==> src/rtl/vcsp_pkg.sv <==
// Shared types and constants for the voxel chunk stream parser.
// Holds chunk tags, parse phase and result codes, and the queue entry type.
// No dependencies.
package vcsp_pkg;

	// Little-endian chunk tags as assembled from four bytes
	localparam logic [31:0] TAG_VOX  = 32'h2058_4F56;
	localparam logic [31:0] TAG_MAIN = 32'h4E49_414D;
	localparam logic [31:0] TAG_PACK = 32'h4B43_4150;
	localparam logic [31:0] TAG_SIZE = 32'h455A_4953;
	localparam logic [31:0] TAG_XYZI = 32'h495A_5958;
	localparam logic [31:0] TAG_RGBA = 32'h4142_4752;

	localparam int unsigned PALETTE_ENTRIES = 256;
	localparam logic [31:0] PALETTE_BYTES   = 32'(PALETTE_ENTRIES * 4);
	localparam logic [31:0] SIZE_BYTES      = 32'd12;
	localparam int unsigned PAL_CNT_W       = $clog2(PALETTE_ENTRIES + 1);

	// Default depth of the queue between front and back
	localparam int unsigned QUEUE_DEPTH = 4;

	typedef enum logic [3:0] {
		PH_MAGIC   = 4'd0,
		PH_VERSION = 4'd1,
		PH_TAG     = 4'd2,
		PH_CLEN    = 4'd3,
		PH_KIDS    = 4'd4,
		PH_SKIP    = 4'd5,
		PH_WIDTH   = 4'd6,
		PH_HEIGHT  = 4'd7,
		PH_DEPTH   = 4'd8,
		PH_COUNT   = 4'd9,
		PH_VOXEL   = 4'd10,
		PH_PALETTE = 4'd11,
		PH_DONE    = 4'd12,
		PH_ERROR   = 4'd13
	} phase_t;

	typedef enum logic [2:0] {
		CTX_MAIN   = 3'd0,
		CTX_FIRST  = 3'd1,
		CTX_SIZE   = 3'd2,
		CTX_XYZI   = 3'd3,
		CTX_SEARCH = 3'd4
	} ctx_t;

	typedef enum logic [2:0] {
		KIND_WIDTH   = 3'd0,
		KIND_HEIGHT  = 3'd1,
		KIND_DEPTH   = 3'd2,
		KIND_COUNT   = 3'd3,
		KIND_VOXEL   = 3'd4,
		KIND_PALETTE = 3'd5,
		KIND_ERROR   = 3'd6
	} kind_t;

	typedef enum logic [2:0] {
		ERR_BAD_MAGIC = 3'd0,
		ERR_MAIN_BAD  = 3'd1,
		ERR_SIZE_BAD  = 3'd2,
		ERR_NO_XYZI   = 3'd3,
		ERR_NO_RGBA   = 3'd4,
		ERR_PAL_SIZE  = 3'd5,
		ERR_TRUNCATED = 3'd6
	} err_t;

	// One parsed result
	typedef struct packed {
		kind_t       kind;
		logic [31:0] value;
		logic [7:0]  palette_index;
		err_t        error_code;
		logic        finished;
	} result_t;

	// Queue entry: the results caused by one byte, at most a main result
	// followed by an end-of-stream error
	typedef struct packed {
		logic    has_main;
		result_t main;
		logic    has_eos;
		err_t    eos_code;
	} pair_t;

endpackage

==> src/rtl/vcsp_front.sv <==
// Front end of the voxel chunk stream parser: accepts bytes, assembles
// words and runs the chunk state machine, pushing an entry per byte with results.
// Depends on vcsp_pkg.
module vcsp_front (
	input  logic              clk,
	input  logic              arst_n,
	input  logic              accept,
	input  logic [7:0]        data_byte,
	input  logic              end_of_stream,
	output logic              push,
	output vcsp_pkg::pair_t   push_data
);

	vcsp_pkg::phase_t                  phase_q, phase_d;
	vcsp_pkg::ctx_t                    ctx_q, ctx_d;
	logic [1:0]                        biw_q, biw_d;
	logic [31:0]                       word_q, word_d;
	logic [31:0]                       tag_q, tag_d;
	logic [31:0]                       clen_q, clen_d;
	logic [32:0]                       skip_q, skip_d;
	logic [31:0]                       vox_q, vox_d;
	logic [vcsp_pkg::PAL_CNT_W-1:0]    pal_q, pal_d;

	logic [31:0]                       ws;
	logic [vcsp_pkg::PAL_CNT_W-1:0]    pal_inc;
	logic                              searching;
	vcsp_pkg::pair_t                   pd;

	// Hold parser state
	always_ff @(posedge clk or negedge arst_n) begin
		if (!arst_n) begin
			phase_q <= vcsp_pkg::PH_MAGIC;
			ctx_q   <= vcsp_pkg::CTX_MAIN;
			biw_q   <= '0;
			word_q  <= '0;
			tag_q   <= '0;
			clen_q  <= '0;
			skip_q  <= '0;
			vox_q   <= '0;
			pal_q   <= '0;
		end else begin
			phase_q <= phase_d;
			ctx_q   <= ctx_d;
			biw_q   <= biw_d;
			word_q  <= word_d;
			tag_q   <= tag_d;
			clen_q  <= clen_d;
			skip_q  <= skip_d;
			vox_q   <= vox_d;
			pal_q   <= pal_d;
		end
	end

	assign ws      = {data_byte, word_q[31:8]};
	assign pal_inc = pal_q + 1'b1;

	// Next state and results for the accepted byte
	always_comb begin
		phase_d   = phase_q;
		ctx_d     = ctx_q;
		biw_d     = biw_q;
		word_d    = word_q;
		tag_d     = tag_q;
		clen_d    = clen_q;
		skip_d    = skip_q;
		vox_d     = vox_q;
		pal_d     = pal_q;
		searching = 1'b0;
		pd        = '0;

		if (accept) begin
			if (phase_q == vcsp_pkg::PH_SKIP) begin
				// Drop one skipped byte
				skip_d = skip_q - 33'd1;
				if (skip_q == 33'd1) begin
					phase_d = vcsp_pkg::PH_TAG;
				end
			end else if (phase_q != vcsp_pkg::PH_DONE && phase_q != vcsp_pkg::PH_ERROR) begin
				word_d = ws;
				if (biw_q == 2'd3) begin
					biw_d = 2'd0;
					unique case (phase_q)
						vcsp_pkg::PH_MAGIC: begin
							if (ws != vcsp_pkg::TAG_VOX) begin
								phase_d = vcsp_pkg::PH_ERROR;
								pd.has_main = 1'b1;
								pd.main.kind = vcsp_pkg::KIND_ERROR;
								pd.main.error_code = vcsp_pkg::ERR_BAD_MAGIC;
							end else begin
								phase_d = vcsp_pkg::PH_VERSION;
							end
						end
						vcsp_pkg::PH_VERSION: begin
							ctx_d   = vcsp_pkg::CTX_MAIN;
							phase_d = vcsp_pkg::PH_TAG;
						end
						vcsp_pkg::PH_TAG: begin
							tag_d   = ws;
							phase_d = vcsp_pkg::PH_CLEN;
						end
						vcsp_pkg::PH_CLEN: begin
							clen_d  = ws;
							phase_d = vcsp_pkg::PH_KIDS;
						end
						vcsp_pkg::PH_KIDS: begin
							// Judge the chunk header
							unique case (ctx_q)
								vcsp_pkg::CTX_MAIN: begin
									if (tag_q != vcsp_pkg::TAG_MAIN || clen_q != 32'd0) begin
										phase_d = vcsp_pkg::PH_ERROR;
										pd.has_main = 1'b1;
										pd.main.kind = vcsp_pkg::KIND_ERROR;
										pd.main.error_code = vcsp_pkg::ERR_MAIN_BAD;
									end else begin
										ctx_d   = vcsp_pkg::CTX_FIRST;
										phase_d = vcsp_pkg::PH_TAG;
									end
								end
								vcsp_pkg::CTX_FIRST, vcsp_pkg::CTX_SIZE: begin
									if (ctx_q == vcsp_pkg::CTX_FIRST &&
											tag_q == vcsp_pkg::TAG_PACK) begin
										ctx_d  = vcsp_pkg::CTX_SIZE;
										skip_d = {1'b0, clen_q} + {1'b0, ws};
										phase_d = (clen_q == 32'd0 && ws == 32'd0) ?
											vcsp_pkg::PH_TAG : vcsp_pkg::PH_SKIP;
									end else if (tag_q != vcsp_pkg::TAG_SIZE ||
											clen_q != vcsp_pkg::SIZE_BYTES) begin
										phase_d = vcsp_pkg::PH_ERROR;
										pd.has_main = 1'b1;
										pd.main.kind = vcsp_pkg::KIND_ERROR;
										pd.main.error_code = vcsp_pkg::ERR_SIZE_BAD;
									end else begin
										phase_d = vcsp_pkg::PH_WIDTH;
									end
								end
								vcsp_pkg::CTX_XYZI: begin
									if (tag_q != vcsp_pkg::TAG_XYZI) begin
										phase_d = vcsp_pkg::PH_ERROR;
										pd.has_main = 1'b1;
										pd.main.kind = vcsp_pkg::KIND_ERROR;
										pd.main.error_code = vcsp_pkg::ERR_NO_XYZI;
									end else begin
										phase_d = vcsp_pkg::PH_COUNT;
									end
								end
								default: begin
									if (tag_q == vcsp_pkg::TAG_RGBA) begin
										if (clen_q != vcsp_pkg::PALETTE_BYTES) begin
											phase_d = vcsp_pkg::PH_ERROR;
											pd.has_main = 1'b1;
											pd.main.kind = vcsp_pkg::KIND_ERROR;
											pd.main.error_code = vcsp_pkg::ERR_PAL_SIZE;
										end else begin
											pal_d   = '0;
											phase_d = vcsp_pkg::PH_PALETTE;
										end
									end else begin
										skip_d = {1'b0, clen_q} + {1'b0, ws};
										phase_d = (clen_q == 32'd0 && ws == 32'd0) ?
											vcsp_pkg::PH_TAG : vcsp_pkg::PH_SKIP;
									end
								end
							endcase
						end
						vcsp_pkg::PH_WIDTH: begin
							phase_d = vcsp_pkg::PH_HEIGHT;
							pd.has_main = 1'b1;
							pd.main.kind = vcsp_pkg::KIND_WIDTH;
							pd.main.value = ws;
						end
						vcsp_pkg::PH_HEIGHT: begin
							phase_d = vcsp_pkg::PH_DEPTH;
							pd.has_main = 1'b1;
							pd.main.kind = vcsp_pkg::KIND_HEIGHT;
							pd.main.value = ws;
						end
						vcsp_pkg::PH_DEPTH: begin
							ctx_d   = vcsp_pkg::CTX_XYZI;
							phase_d = vcsp_pkg::PH_TAG;
							pd.has_main = 1'b1;
							pd.main.kind = vcsp_pkg::KIND_DEPTH;
							pd.main.value = ws;
						end
						vcsp_pkg::PH_COUNT: begin
							vox_d = ws;
							if (ws == 32'd0) begin
								ctx_d   = vcsp_pkg::CTX_SEARCH;
								phase_d = vcsp_pkg::PH_TAG;
							end else begin
								phase_d = vcsp_pkg::PH_VOXEL;
							end
							pd.has_main = 1'b1;
							pd.main.kind = vcsp_pkg::KIND_COUNT;
							pd.main.value = ws;
						end
						vcsp_pkg::PH_VOXEL: begin
							vox_d = vox_q - 32'd1;
							if (vox_q == 32'd1) begin
								ctx_d   = vcsp_pkg::CTX_SEARCH;
								phase_d = vcsp_pkg::PH_TAG;
							end
							pd.has_main = 1'b1;
							pd.main.kind = vcsp_pkg::KIND_VOXEL;
							pd.main.value = ws;
						end
						vcsp_pkg::PH_PALETTE: begin
							pal_d = pal_inc;
							pd.has_main = 1'b1;
							pd.main.kind = vcsp_pkg::KIND_PALETTE;
							pd.main.value = ws;
							pd.main.palette_index = pal_inc[7:0];
							if (pal_inc >= vcsp_pkg::PAL_CNT_W'(vcsp_pkg::PALETTE_ENTRIES)) begin
								pd.main.finished = 1'b1;
								phase_d = vcsp_pkg::PH_DONE;
							end
						end
						default: begin
						end
					endcase
				end else begin
					biw_d = biw_q + 2'd1;
				end
			end

			// Close the stream: flag an unfinished parse, then return to the header
			if (end_of_stream) begin
				if (phase_d != vcsp_pkg::PH_DONE && phase_d != vcsp_pkg::PH_ERROR) begin
					searching = ctx_d == vcsp_pkg::CTX_SEARCH &&
						(phase_d == vcsp_pkg::PH_TAG || phase_d == vcsp_pkg::PH_CLEN ||
						 phase_d == vcsp_pkg::PH_KIDS || phase_d == vcsp_pkg::PH_SKIP);
					pd.has_eos  = 1'b1;
					pd.eos_code = searching ? vcsp_pkg::ERR_NO_RGBA : vcsp_pkg::ERR_TRUNCATED;
				end
				phase_d = vcsp_pkg::PH_MAGIC;
				ctx_d   = vcsp_pkg::CTX_MAIN;
				biw_d   = '0;
				word_d  = '0;
				tag_d   = '0;
				clen_d  = '0;
				skip_d  = '0;
				vox_d   = '0;
				pal_d   = '0;
			end
		end
	end

	assign push      = pd.has_main | pd.has_eos;
	assign push_data = pd;

endmodule

==> src/rtl/vcsp_queue.sv <==
// Short queue of per-byte result entries between front and back.
// Register-file storage with read and write pointers and a fill count.
// Depends on vcsp_pkg.
module vcsp_queue #(
	parameter int unsigned DEPTH = vcsp_pkg::QUEUE_DEPTH
) (
	input  logic            clk,
	input  logic            arst_n,
	input  logic            push,
	input  vcsp_pkg::pair_t push_data,
	output logic            full,
	input  logic            pop,
	output logic            head_valid,
	output vcsp_pkg::pair_t head
);

	localparam int unsigned PTR_W = (DEPTH > 1) ? $clog2(DEPTH) : 1;
	localparam int unsigned CNT_W = $clog2(DEPTH + 1);

	vcsp_pkg::pair_t  mem_q [DEPTH];
	logic [PTR_W-1:0] wr_ptr_q, rd_ptr_q;
	logic [CNT_W-1:0] cnt_q;
	logic             do_push, do_pop;

	assign full       = cnt_q == CNT_W'(DEPTH);
	assign head_valid = cnt_q != '0;
	assign head       = mem_q[rd_ptr_q];
	assign do_push    = push & ~full;
	assign do_pop     = pop & head_valid;

	// Write the entry store
	always_ff @(posedge clk) begin
		if (do_push) begin
			mem_q[wr_ptr_q] <= push_data;
		end
	end

	// Advance pointers and fill count
	always_ff @(posedge clk or negedge arst_n) begin
		if (!arst_n) begin
			wr_ptr_q <= '0;
			rd_ptr_q <= '0;
			cnt_q    <= '0;
		end else begin
			if (do_push) begin
				wr_ptr_q <= (wr_ptr_q == PTR_W'(DEPTH - 1)) ? '0 : wr_ptr_q + 1'b1;
			end
			if (do_pop) begin
				rd_ptr_q <= (rd_ptr_q == PTR_W'(DEPTH - 1)) ? '0 : rd_ptr_q + 1'b1;
			end
			if (do_push && !do_pop) begin
				cnt_q <= cnt_q + 1'b1;
			end else if (!do_push && do_pop) begin
				cnt_q <= cnt_q - 1'b1;
			end
		end
	end

endmodule

==> src/rtl/vcsp_back.sv <==
// Back end of the voxel chunk stream parser: unpacks queue entries into
// single result transactions held in an output register.
// Depends on vcsp_pkg.
module vcsp_back (
	input  logic            clk,
	input  logic            arst_n,
	input  logic            head_valid,
	input  vcsp_pkg::pair_t head,
	output logic            pop,
	output logic            out_valid,
	input  logic            out_ready,
	output logic [2:0]      kind,
	output logic [31:0]     value,
	output logic [7:0]      palette_index,
	output logic [2:0]      error_code,
	output logic            finished,
	output logic            last_of_run
);

	logic             valid_q;
	logic             half_q;
	vcsp_pkg::result_t res_q;
	logic             last_q;
	logic             load;
	logic             take_main;
	vcsp_pkg::result_t res_d;
	logic             last_d;

	assign load      = head_valid & (~valid_q | out_ready);
	assign take_main = head.has_main & ~half_q;
	assign pop       = load & (~take_main | ~head.has_eos);

	// Pick the next result of the head entry
	always_comb begin
		res_d = '0;
		if (take_main) begin
			res_d  = head.main;
			last_d = ~head.has_eos;
		end else begin
			res_d.kind       = vcsp_pkg::KIND_ERROR;
			res_d.error_code = head.eos_code;
			last_d           = 1'b1;
		end
	end

	// Hold the output transaction and track which half of the entry is next
	always_ff @(posedge clk or negedge arst_n) begin
		if (!arst_n) begin
			valid_q <= 1'b0;
			half_q  <= 1'b0;
		end else begin
			if (load) begin
				valid_q <= 1'b1;
				half_q  <= take_main & head.has_eos;
			end else if (out_ready) begin
				valid_q <= 1'b0;
			end
		end
	end

	always_ff @(posedge clk) begin
		if (load) begin
			res_q  <= res_d;
			last_q <= last_d;
		end
	end

	assign out_valid     = valid_q;
	assign kind          = res_q.kind;
	assign value         = res_q.value;
	assign palette_index = res_q.palette_index;
	assign error_code    = res_q.error_code;
	assign finished      = res_q.finished;
	assign last_of_run   = last_q;

endmodule

==> src/rtl/voxel_chunk_stream_parser.sv <==
// Top level of the voxel chunk stream parser: front end, entry queue, back end.
// Depends on vcsp_pkg, vcsp_front, vcsp_queue and vcsp_back.
//
// The parser takes one file byte per cycle while its queue has room and
// emits width, height, depth, voxel count, voxel words, palette entries
// and errors as result transactions, one per cycle while out_ready is high.
// A byte that causes two results (a word result followed by the
// end-of-stream error) yields two transactions; the queue of QUEUE_DEPTH
// entries between the byte parser and the output register absorbs those
// and any output stalls. With the queue empty, a byte's first result is
// written to the queue and then loaded into the output register. After an
// error or a completed palette, bytes are consumed silently until the
// end-of-stream byte, which returns the parser to expecting the file magic.
module voxel_chunk_stream_parser #(
	parameter int unsigned QUEUE_DEPTH = vcsp_pkg::QUEUE_DEPTH
) (
	input  logic        clk,
	input  logic        arst_n,
	input  logic        in_valid,
	output logic        in_ready,
	input  logic [7:0]  data_byte,
	input  logic        end_of_stream,
	output logic        out_valid,
	input  logic        out_ready,
	output logic [2:0]  kind,
	output logic [31:0] value,
	output logic [7:0]  palette_index,
	output logic [2:0]  error_code,
	output logic        finished,
	output logic        last_of_run
);

	logic            accept;
	logic            push;
	logic            full;
	logic            pop;
	logic            head_valid;
	vcsp_pkg::pair_t push_data;
	vcsp_pkg::pair_t head;

	assign in_ready = ~full;
	assign accept   = in_valid & ~full;

	vcsp_front u_front (
		.clk           (clk),
		.arst_n        (arst_n),
		.accept        (accept),
		.data_byte     (data_byte),
		.end_of_stream (end_of_stream),
		.push          (push),
		.push_data     (push_data)
	);

	vcsp_queue #(
		.DEPTH (QUEUE_DEPTH)
	) u_queue (
		.clk        (clk),
		.arst_n     (arst_n),
		.push       (push),
		.push_data  (push_data),
		.full       (full),
		.pop        (pop),
		.head_valid (head_valid),
		.head       (head)
	);

	vcsp_back u_back (
		.clk           (clk),
		.arst_n        (arst_n),
		.head_valid    (head_valid),
		.head          (head),
		.pop           (pop),
		.out_valid     (out_valid),
		.out_ready     (out_ready),
		.kind          (kind),
		.value         (value),
		.palette_index (palette_index),
		.error_code    (error_code),
		.finished      (finished),
		.last_of_run   (last_of_run)
	);

endmodule
==> config.mk <==
export PLATFORM = sky130hd
export DESIGN_NAME = voxel_chunk_stream_parser
export DESIGN_NICKNAME = d
export VERILOG_FILES = /design/src/rtl/vcsp_pkg.sv /design/src/rtl/vcsp_front.sv /design/src/rtl/vcsp_queue.sv /design/src/rtl/vcsp_back.sv /design/src/rtl/voxel_chunk_stream_parser.sv
export SDC_FILE = /design/constraint.sdc
export NUM_CORES = 1
export LEC_CHECK = 0
export BUFFER_PORTS_ARGS = -buffer_cell sky130_fd_sc_hd__buf_4
export CORE_ASPECT_RATIO = 1.1
export CORE_MARGIN = 3
export CORE_UTILIZATION = 50
export CTS_CLUSTER_DIAMETER = 30
export DETAILED_ROUTE_END_ITERATION = 6
export PLACE_DENSITY = 0.79
export SLEW_MARGIN = 20
export SYNTH_ARGS = -nofsm -noshare
export SYNTH_HDL_FRONTEND = slang
export SYNTH_HIERARCHICAL = 1
export SYNTH_SLANG_ARGS = --single-unit
==> constraint.sdc <==
create_clock -name clk -period 4.5 [get_ports clk]
set_input_delay 1.125 -clock clk [delete_from_list [all_inputs] [get_ports clk]]
set_output_delay 1.125 -clock clk [all_outputs]
set_load 0.05 [all_outputs]
# Word level (Yosys, flattened, before mapping)
# Memory sizes are Yosys's and may differ from the RTL's.
# Cells that the tools add are included.
# word_totals
reg_bits	236
mem_bits_rw	208
wordCells	237
mem_count	1
# classes
addsub	9
n_lt_le_gt_ge	1
n_eq_ne	44
muxes	105
bitwise_logic	15
n_reduce_logical	42
# mem_list
name	words	word_bits	rd	rd_ports_with_merged_regs	write_ports	line_no	rtl
u_queue.mem_q	4	52	1	0	1	vcsp_queue.sv:20	vcsp_pkg::pair_t mem_q [DEPTH];
# op_table
cell	count
32-bit 2-to-1 mux	18
33-bit 2-to-1 mux	7
48-bit 2-to-1 mux	3
32-bit by 31-bit != test with 1-bit output, second input constant	3
4-bit 2-to-1 mux	23
33-bit one-hot mux with 2 select lines	1
32-bit by 31-bit equality test with 1-bit output, second input constant	2
32-bit logical NOT	2
32-bit one-hot mux with 2 select lines	1
9-bit 2-to-1 mux	7
3-bit 2-to-1 mux	19
52-bit 2-to-1 mux	1
4-bit one-hot mux with 10 select lines	1
32-bit by 32-bit adder with 33-bit output	1
33-bit by 1-bit equality test with 1-bit output, second input constant	1
33-bit by 1-bit subtractor with 33-bit output, second input constant	1
32-bit by 1-bit equality test with 1-bit output, second input constant	1
32-bit by 11-bit != test with 1-bit output, second input constant	1
32-bit by 30-bit != test with 1-bit output, second input constant	1
32-bit by 4-bit != test with 1-bit output, second input constant	1
4-bit one-hot mux with 8 select lines	1
32-bit nonzero test	1
32-bit by 1-bit subtractor with 32-bit output, second input constant	1
4-bit by 3-bit equality test with 1-bit output, second input constant	6
other kinds (44)	112

# Depth between registers and ports, before layout
# Gate-level depths: netlist (run 1).
# depth
ltp_word	25
mapped_depth	18
depth_no_buf	17

# Hierarchy
# Netlist (run 1), hierarchy kept.
# by_module_without_submodules
mod	instances	cells_per_inst	area_per_inst_um2
vcsp_front	1	1401	11292.1
vcsp_queue	1	309	8029.0
vcsp_back	1	111	1903.1
voxel_chunk_stream_parser	1	2	10.0

# Worst setup path after synthesis (run 1)
# OpenSTA, ideal clock, no wires.
# synth_timing
path_type	input port to flip-flop
startpoint	input data_byte[3]
endpoint	memory u_queue/mem_q[1][0] (netlist bit) (enable)
setup_time_ns	0.415
t_arrival_ns	4.446
required_ns	4.085
setup_slack_ns	-0.361
path_stages	10
path_cell_list	or3_1 nor3_1 o32ai_1 or3_1 o221ai_2 o41a_1 or2_1 nor2b_1 buf_6 and2_1
# synth_between
elab_chain_len	19
word_cells_on_any_way	29
classes_between	eq/ne: 3; mux: 21; bitwise: 2; reduce/logical: 3
# synth_lines
element	line_no	rtl
start, declared	voxel_chunk_stream_parser.sv:21	input logic [7:0] data_byte,
32-bit logical NOT	vcsp_front.sv:124, vcsp_front.sv:159, vcsp_front.sv:186	
1-bit logical AND	vcsp_front.sv:124, vcsp_front.sv:159	
3-bit 2-to-1 mux	vcsp_front.sv:124, vcsp_front.sv:159	
4-bit 2-to-1 mux (on tied branches)	vcsp_front.sv:147, vcsp_front.sv:120	
4-bit one-hot mux with 3 select lines	vcsp_front.sv:107	unique case (ctx_q)
4-bit one-hot mux with 10 select lines	vcsp_front.sv:82	unique case (phase_q)
4-bit 2-to-1 mux	vcsp_front.sv:80	if (biw_q == 2'd3) begin
4-bit 2-to-1 mux	vcsp_front.sv:78	end else if (phase_q != vcsp_pkg::PH_DONE && phase_q != vcsp_pkg::PH_ERROR) begin
[... 5 more ...]	n/a	
4-bit 2-to-1 mux	vcsp_front.sv:226	if (end_of_stream) begin
52-bit 2-to-1 mux *	vcsp_front.sv:71	if (accept) begin
1-bit bitwise OR *	vcsp_front.sv:247	assign push = pd.has_main | pd.has_eos;
net push	voxel_chunk_stream_parser.sv:34	logic push;
1-bit AND *	vcsp_queue.sv:28	assign do_push = push & ~full;
net u_queue.do_push	vcsp_queue.sv:23	logic do_push, do_pop;
1-bit 2-to-1 mux *	vcsp_queue.sv:33	if (do_push) begin
1-bit 2-to-1 mux (implied by the code) *	vcsp_queue.sv:34	mem_q[wr_ptr_q] <= push_data;
end, declared	vcsp_queue.sv:20	
# Mark *: on every way through the listed nets, which the timed path passes. The rest lies on a longest branch. The select of a mux whose other input is x is not followed.

# Worst setup path after layout (run 1)
# layout_timing
startpoint	register u_front.tag_q[29]
endpoint	register u_queue.cnt_q[1]
# layout_between
elab_chain_len	20
word_cells_on_any_way	42
classes_between	eq/ne: 7; mux: 25; bitwise: 2; reduce/logical: 8
# layout_lines
element	line_no	rtl
start, declared	vcsp_front.sv:18	logic [31:0] tag_q, tag_d;
start signal, assigned	vcsp_front.sv:46	tag_q <= tag_d;
32-bit by 31-bit != test with 1-bit output	vcsp_front.sv:126	end else if (tag_q != vcsp_pkg::TAG_SIZE ||
1-bit logical OR	vcsp_front.sv:126	
4-bit 2-to-1 mux	vcsp_front.sv:126	
4-bit 2-to-1 mux	vcsp_front.sv:120	if (ctx_q == vcsp_pkg::CTX_FIRST &&
4-bit one-hot mux with 3 select lines	vcsp_front.sv:107	
4-bit one-hot mux with 10 select lines	vcsp_front.sv:82	
4-bit 2-to-1 mux	vcsp_front.sv:80	
4-bit 2-to-1 mux	vcsp_front.sv:78	
[... 5 more ...]	n/a	
4-bit 2-to-1 mux	vcsp_front.sv:226	
52-bit 2-to-1 mux *	vcsp_front.sv:71	
1-bit bitwise OR *	vcsp_front.sv:247	
net push	voxel_chunk_stream_parser.sv:34	
1-bit AND *	vcsp_queue.sv:28	
1-bit logical NOT	vcsp_queue.sv:53	end else if (!do_push && do_pop) begin
1-bit logical AND	vcsp_queue.sv:53	
2-bit nonzero test (no line)	n/a	
end signal, assigned	vcsp_queue.sv:52	cnt_q <= cnt_q + 1'b1;
end signal, assigned	vcsp_queue.sv:54	cnt_q <= cnt_q - 1'b1;
end, declared	vcsp_queue.sv:22	logic [CNT_W-1:0] cnt_q;
# Marked as above.
# A chain may end at the register's enable or synchronous reset.

==> impl_metrics.yaml, run 1 <==
run_status:
  status: "complete, no violations"
sta:
  drv_slew: 0
  hold_violations: 0
  tightest_slew_ps: 1001
  skew_ps: 31.38
  holdWs_ps: 481.7
  relSlewSlack: 0.3230
  max_freq_mhz: 230.5
  fin_tns_setup_ps: 0
  rsz0062_at_grt: "no"
  finalCritPeriodShare: 0.9641
  min_period_ps: 4338
  setup_viol_count_final: 0
cells_and_area:
  final_util: 0.6139
  nFillCells: 3134
  final_common_cell: "edfxtp_1"
  multi_input_area_sq_um: 8514
  fin_cells: 2582
  antennaDiodeCount: 0
  drive_gt1_frac: 0.1835
  syn_to_final_growth_pct: 20.19
  finalNetCount: 2015
  final-seq-area_sq_um: 12200
  layout_common_cells: "256 x edfxtp_1, 178 x dfrtp_1, 172 x o21ai_0, 148 x nand2_1, 138 x nor2_1"
synth:
  syn_area_sq_um: 21230
  synth_area_leaders: "edfxtp_1 36%, dfrtp_1 21%, mux4_2 5.1%"
  yosysWarningCount: 6
  async_flop_share: 0.4128
  synth-edff-count: 256
  ys.flop_type: "edfxtp_1"
  synth_top_area_frac: 0.3620
  synth_nets: 1882
  synth-seq-cells: 436
  ys_types: 88
  ys_seq_area_frac: 0.5742
  syn_inst: 1823
  syn_avg_cell_area_sq_um: 11.65
  yosysTopAreaCell: "edfxtp_1"
global_route:
  use_met3: 0.04860
  antenna_found_initial: 1
  grt_pass1_vias: 16067
  gr-usage-all-layers: 0.2616
  grtUsageMet2: 0.4326
  use_met1: 0.3265
  grt_pass1_wl_mm: 91.64
  grt_max_degree: 127
  grt_overflow: 0
  grt_busiest_layer: "met2"
worst_setup_path:
  slowest_stage: "or4_4"
  path_buf_inv: 1
  required_ps: 4980
  crit_chain: "nor4b_4, or3b_1, or4_4, nand2_2, nand2_1, a31oi_1, o221ai_2, o41a_1, or2_1, nor2b_1, ha_1, inv_1, fa_1, mux2_2"
  setup.worst_path.class: "flop to flop"
  worstPathArrival_ps: 4820
  cp-start-kind: "flop"
  critPathMaxStageDelay_ps: 540
  cp_max_fo: 5
  worstSetupEndpointType: "flop"
  path_delay_family: "simple AND/OR/NAND/NOR gates"
cts:
  cts_tree: "built"
  clockBufferDepth: 3
  worst_skew_pair.late_latency_ps: 610
  cts_hold_buf: 0
  cts_buffers: 82
  h-tree-depth: 3
  cts_resized: 0
  cts_sinks: 436
  cts.clk_slew.worst_paths_ps: 50
  cts_setup_buffers: 0
  cts-root-buf: "clkbuf_16"
power_and_ir_drop:
  pwr-share-clk: 0.343
  comb_power_share: 0.331
  p_sw_frac: 0.3660
  powerDensity_nw_per_um2: 713.0
  power.internal_w: 0.01154
  p_sw_w: 0.006660
  seqPwrFrac: 0.326
  irDropWorstVdd_v: 0.0003991
  p_leak_nw: 10.04
floorplan:
  fp.dieH_microns: 222.1
  initial_core_util: 0.5107
  die_area_sq_um: 44980
  core-area_sq_um: 41570
  rows: 78
  die_width_microns: 202.5
  io_pins: 63
detailed_routing:
  route.detailed.drc: 0
  wire_per_inst_microns: 22.79
  drtAntennaViolNets: 0
  drtPass1Iterations: 6
  drt-initial-drc-count: 1604
  via_count: 15908
  vias_per_cell: 6.161
  finalWirelength_mm: 58.84
place:
  hpwl_mm: 38.05
  place_congestion: 1.025
  dp.cells: 2432
  io_buffer_count: 62
min_path:
  holdCritPathClass: "flop to flop"
job:
  maxCapViolCount: 0
## worst min-delay path, stage by stage, from the launching register on
cell and delay [ps]:
dfrtp_1 330, nand2_1 50, o21ai_0 60
## routing by layer
metal	routed length (microns)	part of all wire
met5	14	0.00024
met4	3352	0.057
met3	4179	0.071
met2	28690	0.49
met1	22600	0.38
## sequential cells by signal, summed over array words and instances, names as in the netlist, 4 cells and up
signal	cells
u_front/tag_q	32
u_back/palette_index	8
u_front/clen_q	32
u_front/vox_q	32
u_front/phase_q	4
u_front/pal_q	9
u_back/value	32
u_front/skip_q	33
u_queue/mem_q	208
u_front/word_q	24
## synthesized netlist by cell type (all sizes together) (7+ instances only)
library cell	count
a21o	17
nor3	48
dfrtp	180
or3	15
a31oi	15
nor2b	8
nor4	46
clkbuf	67
or4	10
a211oi	8
a22o	28
and3	8
nand3	34
nand4	18
a21oi	108
nor4b	7
mux2	8
nor2	139
o22ai	9
and2	89
xnor2	22
xor2	20
inv	25
nand2b	53
o31ai	10
ha	44
mux4	52
buf	26
or2	7
nand2	151
edfxtp	256
o21ai	205
## final timing paths
kind	slack (ps)	cells after the start	endpoint	startpoint
worst min register to register	480	2	u_front/tag_q[22]	u_front/tag_q[22]
worst max-delay path	160	14	u_queue/cnt_q[1]	u_front/tag_q[29]
worst max register to register	160	14	u_queue/cnt_q[1]	u_front/tag_q[29]
min in group asynchronous	510	1	u_front/pal_q[1]	arst_n
max in group asynchronous	2840	2	u_front/skip_q[28]	arst_n
worst min-delay path	480	2	u_front/tag_q[22]	u_front/tag_q[22]
## stage by stage
stage | cell area (sq um) | worst slack (ps) | power, W
2_1_floorplan | 21240 | 195.8 | 0.01004
3_3_place_gp | 22650 | 8.675 | 0.01169
3_5_place_dp | 22650 | -51.70 | 0.01183
4_1_cts | 25510 | 145.3 | 0.01821
5_1_grt | 25520 | 38.75 | 0.01904
6_report | 25520 | 161.5 | 0.01820
## cell families after synthesis
| kind of cell | count (synthesis) | synth area share |
|---|---|---|
| flops | 436 | 0.5742 |
| other cells | 1 | 0.0001766 |
| xor+xnor | 42 | 0.01732 |
| compound gates | 462 | 0.1303 |
| simple gates | 657 | 0.1616 |
| buf+inv | 118 | 0.02716 |
| fa+ha+maj | 46 | 0.02781 |
| mux | 61 | 0.06146 |
## power by group through the flow
stage	combinational (W)	clock [W]	sequential (W)
detailed placement	0.00588	0	0.00595
CTS	0.00599	0.00631	0.00591
global route	0.00651	0.00652	0.00602
global placement	0.00579	0	0.00590
finish	0.00603	0.00624	0.00593
floorplan	0.00354	0	0.00649
## final cells by class
class | instances | area share
well taps | 560 | 0.02746
multi-input cells | 1269 | 0.3336
repair buffers | 142 | 0.04535
clock buffers | 98 | 0.08634
clock inverters | 52 | 0.02564
flip-flops and latches | 436 | 0.4779
inverters | 25 | 0.003677
Note: power is estimated with default switching activity, not from simulation.
==> inputs of run 2 (changes only) <==
Settings changed: ABC_AREA set to 1, SLEW_MARGIN 20 to 30, SYNTH_HIERARCHICAL 1 to unset.
==> impl_metrics.yaml, run 2 <==
sta:
  rsz0062_at_grt: "no"
  hold_violations: 0
  tightest_slew_ps: 964.4
  setup_viol_count_final: 0
  drv_slew: 0
  relSlewSlack: 0.3571
  layout_setup_ws_ps: 935.8
  holdWs_ps: 496.8
  finalCritPeriodShare: 0.7920
  skew_ps: 36.65
  max_freq_mhz: 280.6
  fin_tns_setup_ps: 0
  min_period_ps: 3564
place:
  dp.cells: 3114
  io_buffer_count: 62
  pre_cts_ws_ps: 525.0
  placed_area_sq_um: 23220
  place_congestion: 0.9711
  hpwl_mm: 42.14
detailed_routing:
  top_layer: "met4"
  finalWirelength_mm: 62.84
  wl_met2_mm: 30.90
  drt-initial-drc-count: 2025
  wire_per_inst_microns: 19.25
  route.detailed.drc: 0
  drtAntennaViolNets: 0
  via_count: 19015
  wirelength_met1_mm: 24.62
  drtPass1Iterations: 6
  vias_per_cell: 5.826
  wl_met3_mm: 4.700
synth:
  ys_types: 55
  synth-edff-count: 248
  synth_top_area_frac: 0.3376
  synth-seq-cells: 428
  synth_most_common_cell: "nor2_1"
  yosysTopAreaCell: "edfxtp_1"
  syn_avg_cell_area_sq_um: 8.698
  yosysWarningCount: 0
  synth_commonest_cells: "484 x nor2_1, 410 x nand2_1, 272 x o21ai_0, 248 x edfxtp_1, 224 x inv_1"
  ys_seq_area_frac: 0.5418
  synth_nets: 2595
  syn_inst: 2536
  syn_area_sq_um: 22060
  synth_area_leaders: "edfxtp_1 34%, dfrtp_1 20%, nor2_1 8.2%"
  ys.flop_type: "edfxtp_1"
  async_flop_share: 0.4206
power_and_ir_drop:
  pwr-share-clk: 0.368
  p_sw_frac: 0.3834
  p_leak_nw: 11.03
  p_sw_w: 0.006627
  power.internal_w: 0.01066
  seqPwrFrac: 0.313
  powerDensity_nw_per_um2: 661.4
  irDropWorstVdd_v: 0.0003822
  comb_power_share: 0.319
global_route:
  grt_overflow: 0
  grt_pass1_vias: 18654
  grt_max_degree: 96
  grt_pass1_wl_mm: 99.18
  antenna_found_initial: 0
  gr-usage-all-layers: 0.2700
worst_setup_path:
  path_buf_inv: 1
  worstSetupEndpointType: "flop"
  required_ps: 4970
  setup.worst_path.class: "flop to flop"
  cp_max_fo: 5
  crit_chain: "nor2_1, nand3_1, nor3_1, nand4_1, o21ai_1, nand2_1, nor2_1, nand2_1, nand2_1, nor2_1, nand3_1, nand2_2, nand2_2, ha_1, inv_1, fa_1, a21oi_1, o21ai_0, xor2_1"
  worstPathArrival_ps: 4040
  slowest_stage: "fa_1"
  cp-start-kind: "flop"
  path_delay_family: "simple AND/OR/NAND/NOR gates"
  critPathMaxStageDelay_ps: 430
cells_and_area:
  regMostFlops: "u_queue.mem_q"
  drive_gt1_frac: 0.1145
  antennaDiodeCount: 0
  syn_to_final_growth_pct: 18.48
  final_common_cell: "nor2_1"
  final_area_sq_um: 26130
  nFillCells: 3537
  reg_top3: "u_queue.mem_q x200, u_front.skip_q x33"
  fin_cells: 3264
  finalNetCount: 2682
  layout_common_cells: "484 x nor2_1, 410 x nand2_1, 272 x o21ai_0, 248 x edfxtp_1, 223 x inv_1"
  largest_register_ffs: 200
cts:
  worst_skew_pair.late_latency_ps: 620
  cts_resized: 0
  cts_buffers: 81
  clockBufferDepth: 3
  cts_setup_buffers: 0
  cts-root-buf: "clkbuf_16"
  cts_sinks: 428
  cts_tree: "built"
  cts.clk_slew.worst_paths_ps: 50
  cts_hold_buf: 0
  h-tree-depth: 3
job:
  maxCapViolCount: 0
floorplan:
  core-area_sq_um: 43440
  io_pins: 63
  fp.dieH_microns: 226.3
  rows: 80
  initial_core_util: 0.5077
  die_area_sq_um: 46670
  die_width_microns: 206.3
min_path:
  holdCritPathClass: "flop to flop"
run_status:
  status: "complete, no violations"
-- run 2: layer usage --
metal	up-vias	global-route usage
met5	-	0
met4	0	0.1259
met3	171	0.04523
met2	883	0.4628
met1	9158	0.3349
li1	8803	-
-- run 2: cells by family (layout without fill, tap and decap cells) --
group	after synthesis	in the layout	share of synthesized area
and+or+nand+nor	1150	1150	0.2182
buffers and inverters	327	481	0.05786
muxes	32	32	0.01634
xor gates and xnor gates	23	23	0.009133
AOI/OAI and AO/OA	530	530	0.1298
DFF	428	428	0.5418
adders and majority gates	46	46	0.02677
-- run 2: final cells by class --
type / instances / area (sq um) / share of cell area
clock buffer: 92 / 2098 / 0.08029
clock inverter: 58 / 807.0 / 0.03088
inverter: 240 / 902.1 / 0.03452
multi-input combinational: 1781 / 8915 / 0.3411
sequential: 428 / 11950 / 0.4574
tap: 574 / 718.2 / 0.02748
timing repair buffer: 91 / 739.5 / 0.02830
-- run 2: metrics by stage --
stage          total power (W)    util
3_5_place_dp           0.01084  0.5346
3_3_place_gp           0.01070  0.5343
2_1_floorplan         0.009222       -
5_1_grt                0.01813  0.6016
6_report               0.01728  0.6016
4_1_cts                0.01728  0.6015
-- run 2: worst register-to-register path, delay by kind of cell, from the launching register on --
kind / cells / cell delay (ps)
xor+xnor: 1 / 160
buf+inv: 1 / 70
fa+ha+maj: 2 / 570
flops: 1 / 420
simple gates: 12 / 1530
compound gates: 3 / 680
-- run 2: power by group through the flow --
stage / Clock, W / Sequential [W] / Combinational, W
final: 0.00636 / 0.00540 / 0.00552
after global routing: 0.00663 / 0.00547 / 0.00604
after CTS: 0.00642 / 0.00539 / 0.00547
after detailed placement: 0 / 0.00545 / 0.00539
after global placement: 0 / 0.00542 / 0.00528
after floorplan: 0 / 0.00608 / 0.00314
-- run 2: path summary, 6_finish.rpt --
kind | from | to | slack [ps] | cells after the start
worst max-delay path | u_front.vox_q[24] | u_queue.cnt_q[2] | 940 | 19
worst min-delay path | u_front.skip_q[31] | u_front.skip_q[31] | 500 | 2
worst max register to register | u_front.vox_q[24] | u_queue.cnt_q[2] | 940 | 19
worst min register to register | u_front.skip_q[31] | u_front.skip_q[31] | 500 | 2
max in group asynchronous | arst_n | u_front.word_q[21] | 2950 | 2
min in group asynchronous | arst_n | u_front.skip_q[7] | 600 | 1
==> inputs of run 3 (changes only) <==
Settings changed: PLACE_DENSITY 0.79 to 0.76.
Clock period 4.5 ns to 3.65 ns, I/O delays scaled along.
==> impl_metrics.yaml, run 3 (synthesized netlist as in run 2, its figures left out) <==
detailed_routing:
  vias_per_cell: 5.710
  finalWirelength_mm: 62.16
  drt-initial-drc-count: 1897
  via_count: 18947
  drtPass1Iterations: 6
  wire_per_inst_microns: 18.73
  drtAntennaViolNets: 0
  route.detailed.drc: 0
global_route:
  use_met3: 0.04235
  antenna_found_initial: 0
  grt_pass1_vias: 18411
  grt_busiest_layer: "met2"
  gr-usage-all-layers: 0.2668
  use_met1: 0.3486
  grt_overflow: 0
  grt_max_degree: 114
  grt_pass1_wl_mm: 98.24
  grtUsageMet2: 0.4444
cts:
  clockBufferDepth: 3
  cts_sinks: 428
  cts_setup_buffers: 0
  cts_buffers: 83
  cts_tree: "built"
  cts_hold_buf: 0
  cts-root-buf: "clkbuf_16"
  h-tree-depth: 3
  worst_skew_pair.late_latency_ps: 600
  cts_resized: 0
  cts.clk_slew.worst_paths_ps: 60
worst_setup_path:
  required_ps: 4120
  setup.worst_path.class: "flop to flop"
  r2r_start: "u_front.word_q[8]"
  worstSetupEndpointType: "flop"
  cp_max_fo: 4
  worstPathArrival_ps: 3860
  r2r_slack_ps: 250
  worst_r2r_path_depth: 22
  cp-start-kind: "flop"
  r2r-end: "u_queue.cnt_q[2]"
sta:
  setup_viol_count_final: 0
  hold_violations: 0
  tightest_slew_ps: 743.3
  min_period_ps: 3396
  finalCritPeriodShare: 0.9304
  fin_tns_setup_ps: 0
  max_freq_mhz: 294.5
  relSlewSlack: 0.5007
  drv_slew: 0
  layout_setup_ws_ps: 254.0
  skew_ps: 24.21
  holdWs_ps: 204.1
  rsz0062_at_grt: "no"
place:
  placed_area_sq_um: 23610
  io_buffer_count: 62
  hpwl_mm: 42.97
  pre_cts_ws_ps: -139.6
  place_congestion: 0.9787
power_and_ir_drop:
  p_leak_nw: 11.34
  seqPwrFrac: 0.306
  pwr-share-clk: 0.372
  power.internal_w: 0.01358
  irDropWorstVdd_v: 0.0004398
  p_sw_w: 0.007980
  powerDensity_nw_per_um2: 810.0
  p_sw_frac: 0.3701
  comb_power_share: 0.322
cells_and_area:
  final_area_sq_um: 26620
  syn_to_final_growth_pct: 20.70
  layout_common_cells: "482 x nor2_1, 410 x nand2_1, 272 x o21ai_0, 248 x edfxtp_1, 223 x inv_1"
  final-seq-area_sq_um: 11950
  antennaDiodeCount: 0
  regMostFlops: "u_queue.mem_q"
  reg_top3: "u_queue.mem_q x200, u_front.skip_q x33"
  nFillCells: 3524
  largest_register_ffs: 200
  multi_input_area_sq_um: 8906
  final_common_cell: "nor2_1"
  drive_gt1_frac: 0.1319
  finalNetCount: 2732
floorplan:
  io_pins: 63
  die_width_microns: 206.3
  rows: 80
  core-area_sq_um: 43440
  die_area_sq_um: 46670
  initial_core_util: 0.5077
  fp.dieH_microns: 226.3
job:
  maxCapViolCount: 0
run_status:
  status: "complete, no violations"
min_path:
  holdCritPathClass: "input port to async pin"
-- run 3: cell types whose count changed in the layout (fill, tap and decap cells not counted), sizes merged --
cell      delta
buf         +49
clkbuf      +12
inv          -6
clkinvlp     -3
clkinv       +2
-- run 3: routing by layer --
layer	routed length [microns]	share of wire	vias to the layer above
met1	25130	0.40	9005
met5	0	0	-
li1	-	-	8913
met2	30090	0.48	877
met3	4632	0.075	152
met4	2301	0.037	0
-- run 3: metrics by stage --
| stage | total power [W] | cells | util |
|---|---|---|---|
| 4_1_cts | 0.02159 | 3318 | 0.6126 |
| 3_3_place_gp | 0.01333 | 3162 | 0.5435 |
| 3_5_place_dp | 0.01348 | 3162 | 0.5435 |
| 5_1_grt | 0.02267 | 3318 | 0.6128 |
| 6_report | 0.02156 | 3318 | 0.6128 |
| 2_1_floorplan | 0.01137 | 2536 | - |
-- run 3: worst max-delay path by stage --
stage / slack (ps) / startpoint / to
2_1_floorplan: -360 / data_byte[1] / u_queue.mem_q[0][10]
4_1_cts: 260 / u_front.word_q[8] / u_queue.cnt_q[2]
6_report: 250 / u_front.word_q[8] / u_queue.cnt_q[2]
3_5_place_dp: -140 / data_byte[1] / u_queue.cnt_q[2]
5_1_grt: 5 / u_front.word_q[8] / u_queue.cnt_q[2]
3_3_place_gp: -120 / data_byte[1] / u_queue.cnt_q[2]
-- run 3: critical path, cell delays in order (launching register included) --
cell and delay, ps:
dfrtp_1 410, nor2_1 190, nand3_1 90, nor2_1 220
nand2_1 100, nor2_1 140, buf_4 180, nand2_1 110
nand2_1 90, nand3_1 90, nand3_1 110, nand2_1 60
nand2_1 80, nand2_1 70, nand3_1 100, nand2_2 70
nand2_2 80, ha_1 130, inv_1 60, fa_1 450
a21oi_1 150, o21ai_0 120, xor2_1 150
-- run 3: power by group through the flow --
stage          combinational, W  sequential (W)  clock, W
2_1_floorplan           0.00389         0.00748         0
3_3_place_gp            0.00670         0.00662         0
3_5_place_dp            0.00683         0.00665         0
4_1_cts                 0.00690         0.00658   0.00810
5_1_grt                 0.00761         0.00667   0.00838
6_report                0.00695         0.00660   0.00802
-- run 3: layout make-up --
cell class	instances	share of cell area
clock inverters	51	0.02519
flip-flops and latches	428	0.4490
repair buffers	139	0.04277
multi-input cells	1781	0.3345
well taps	574	0.02698
inverters	240	0.03388
clock buffers	105	0.08770
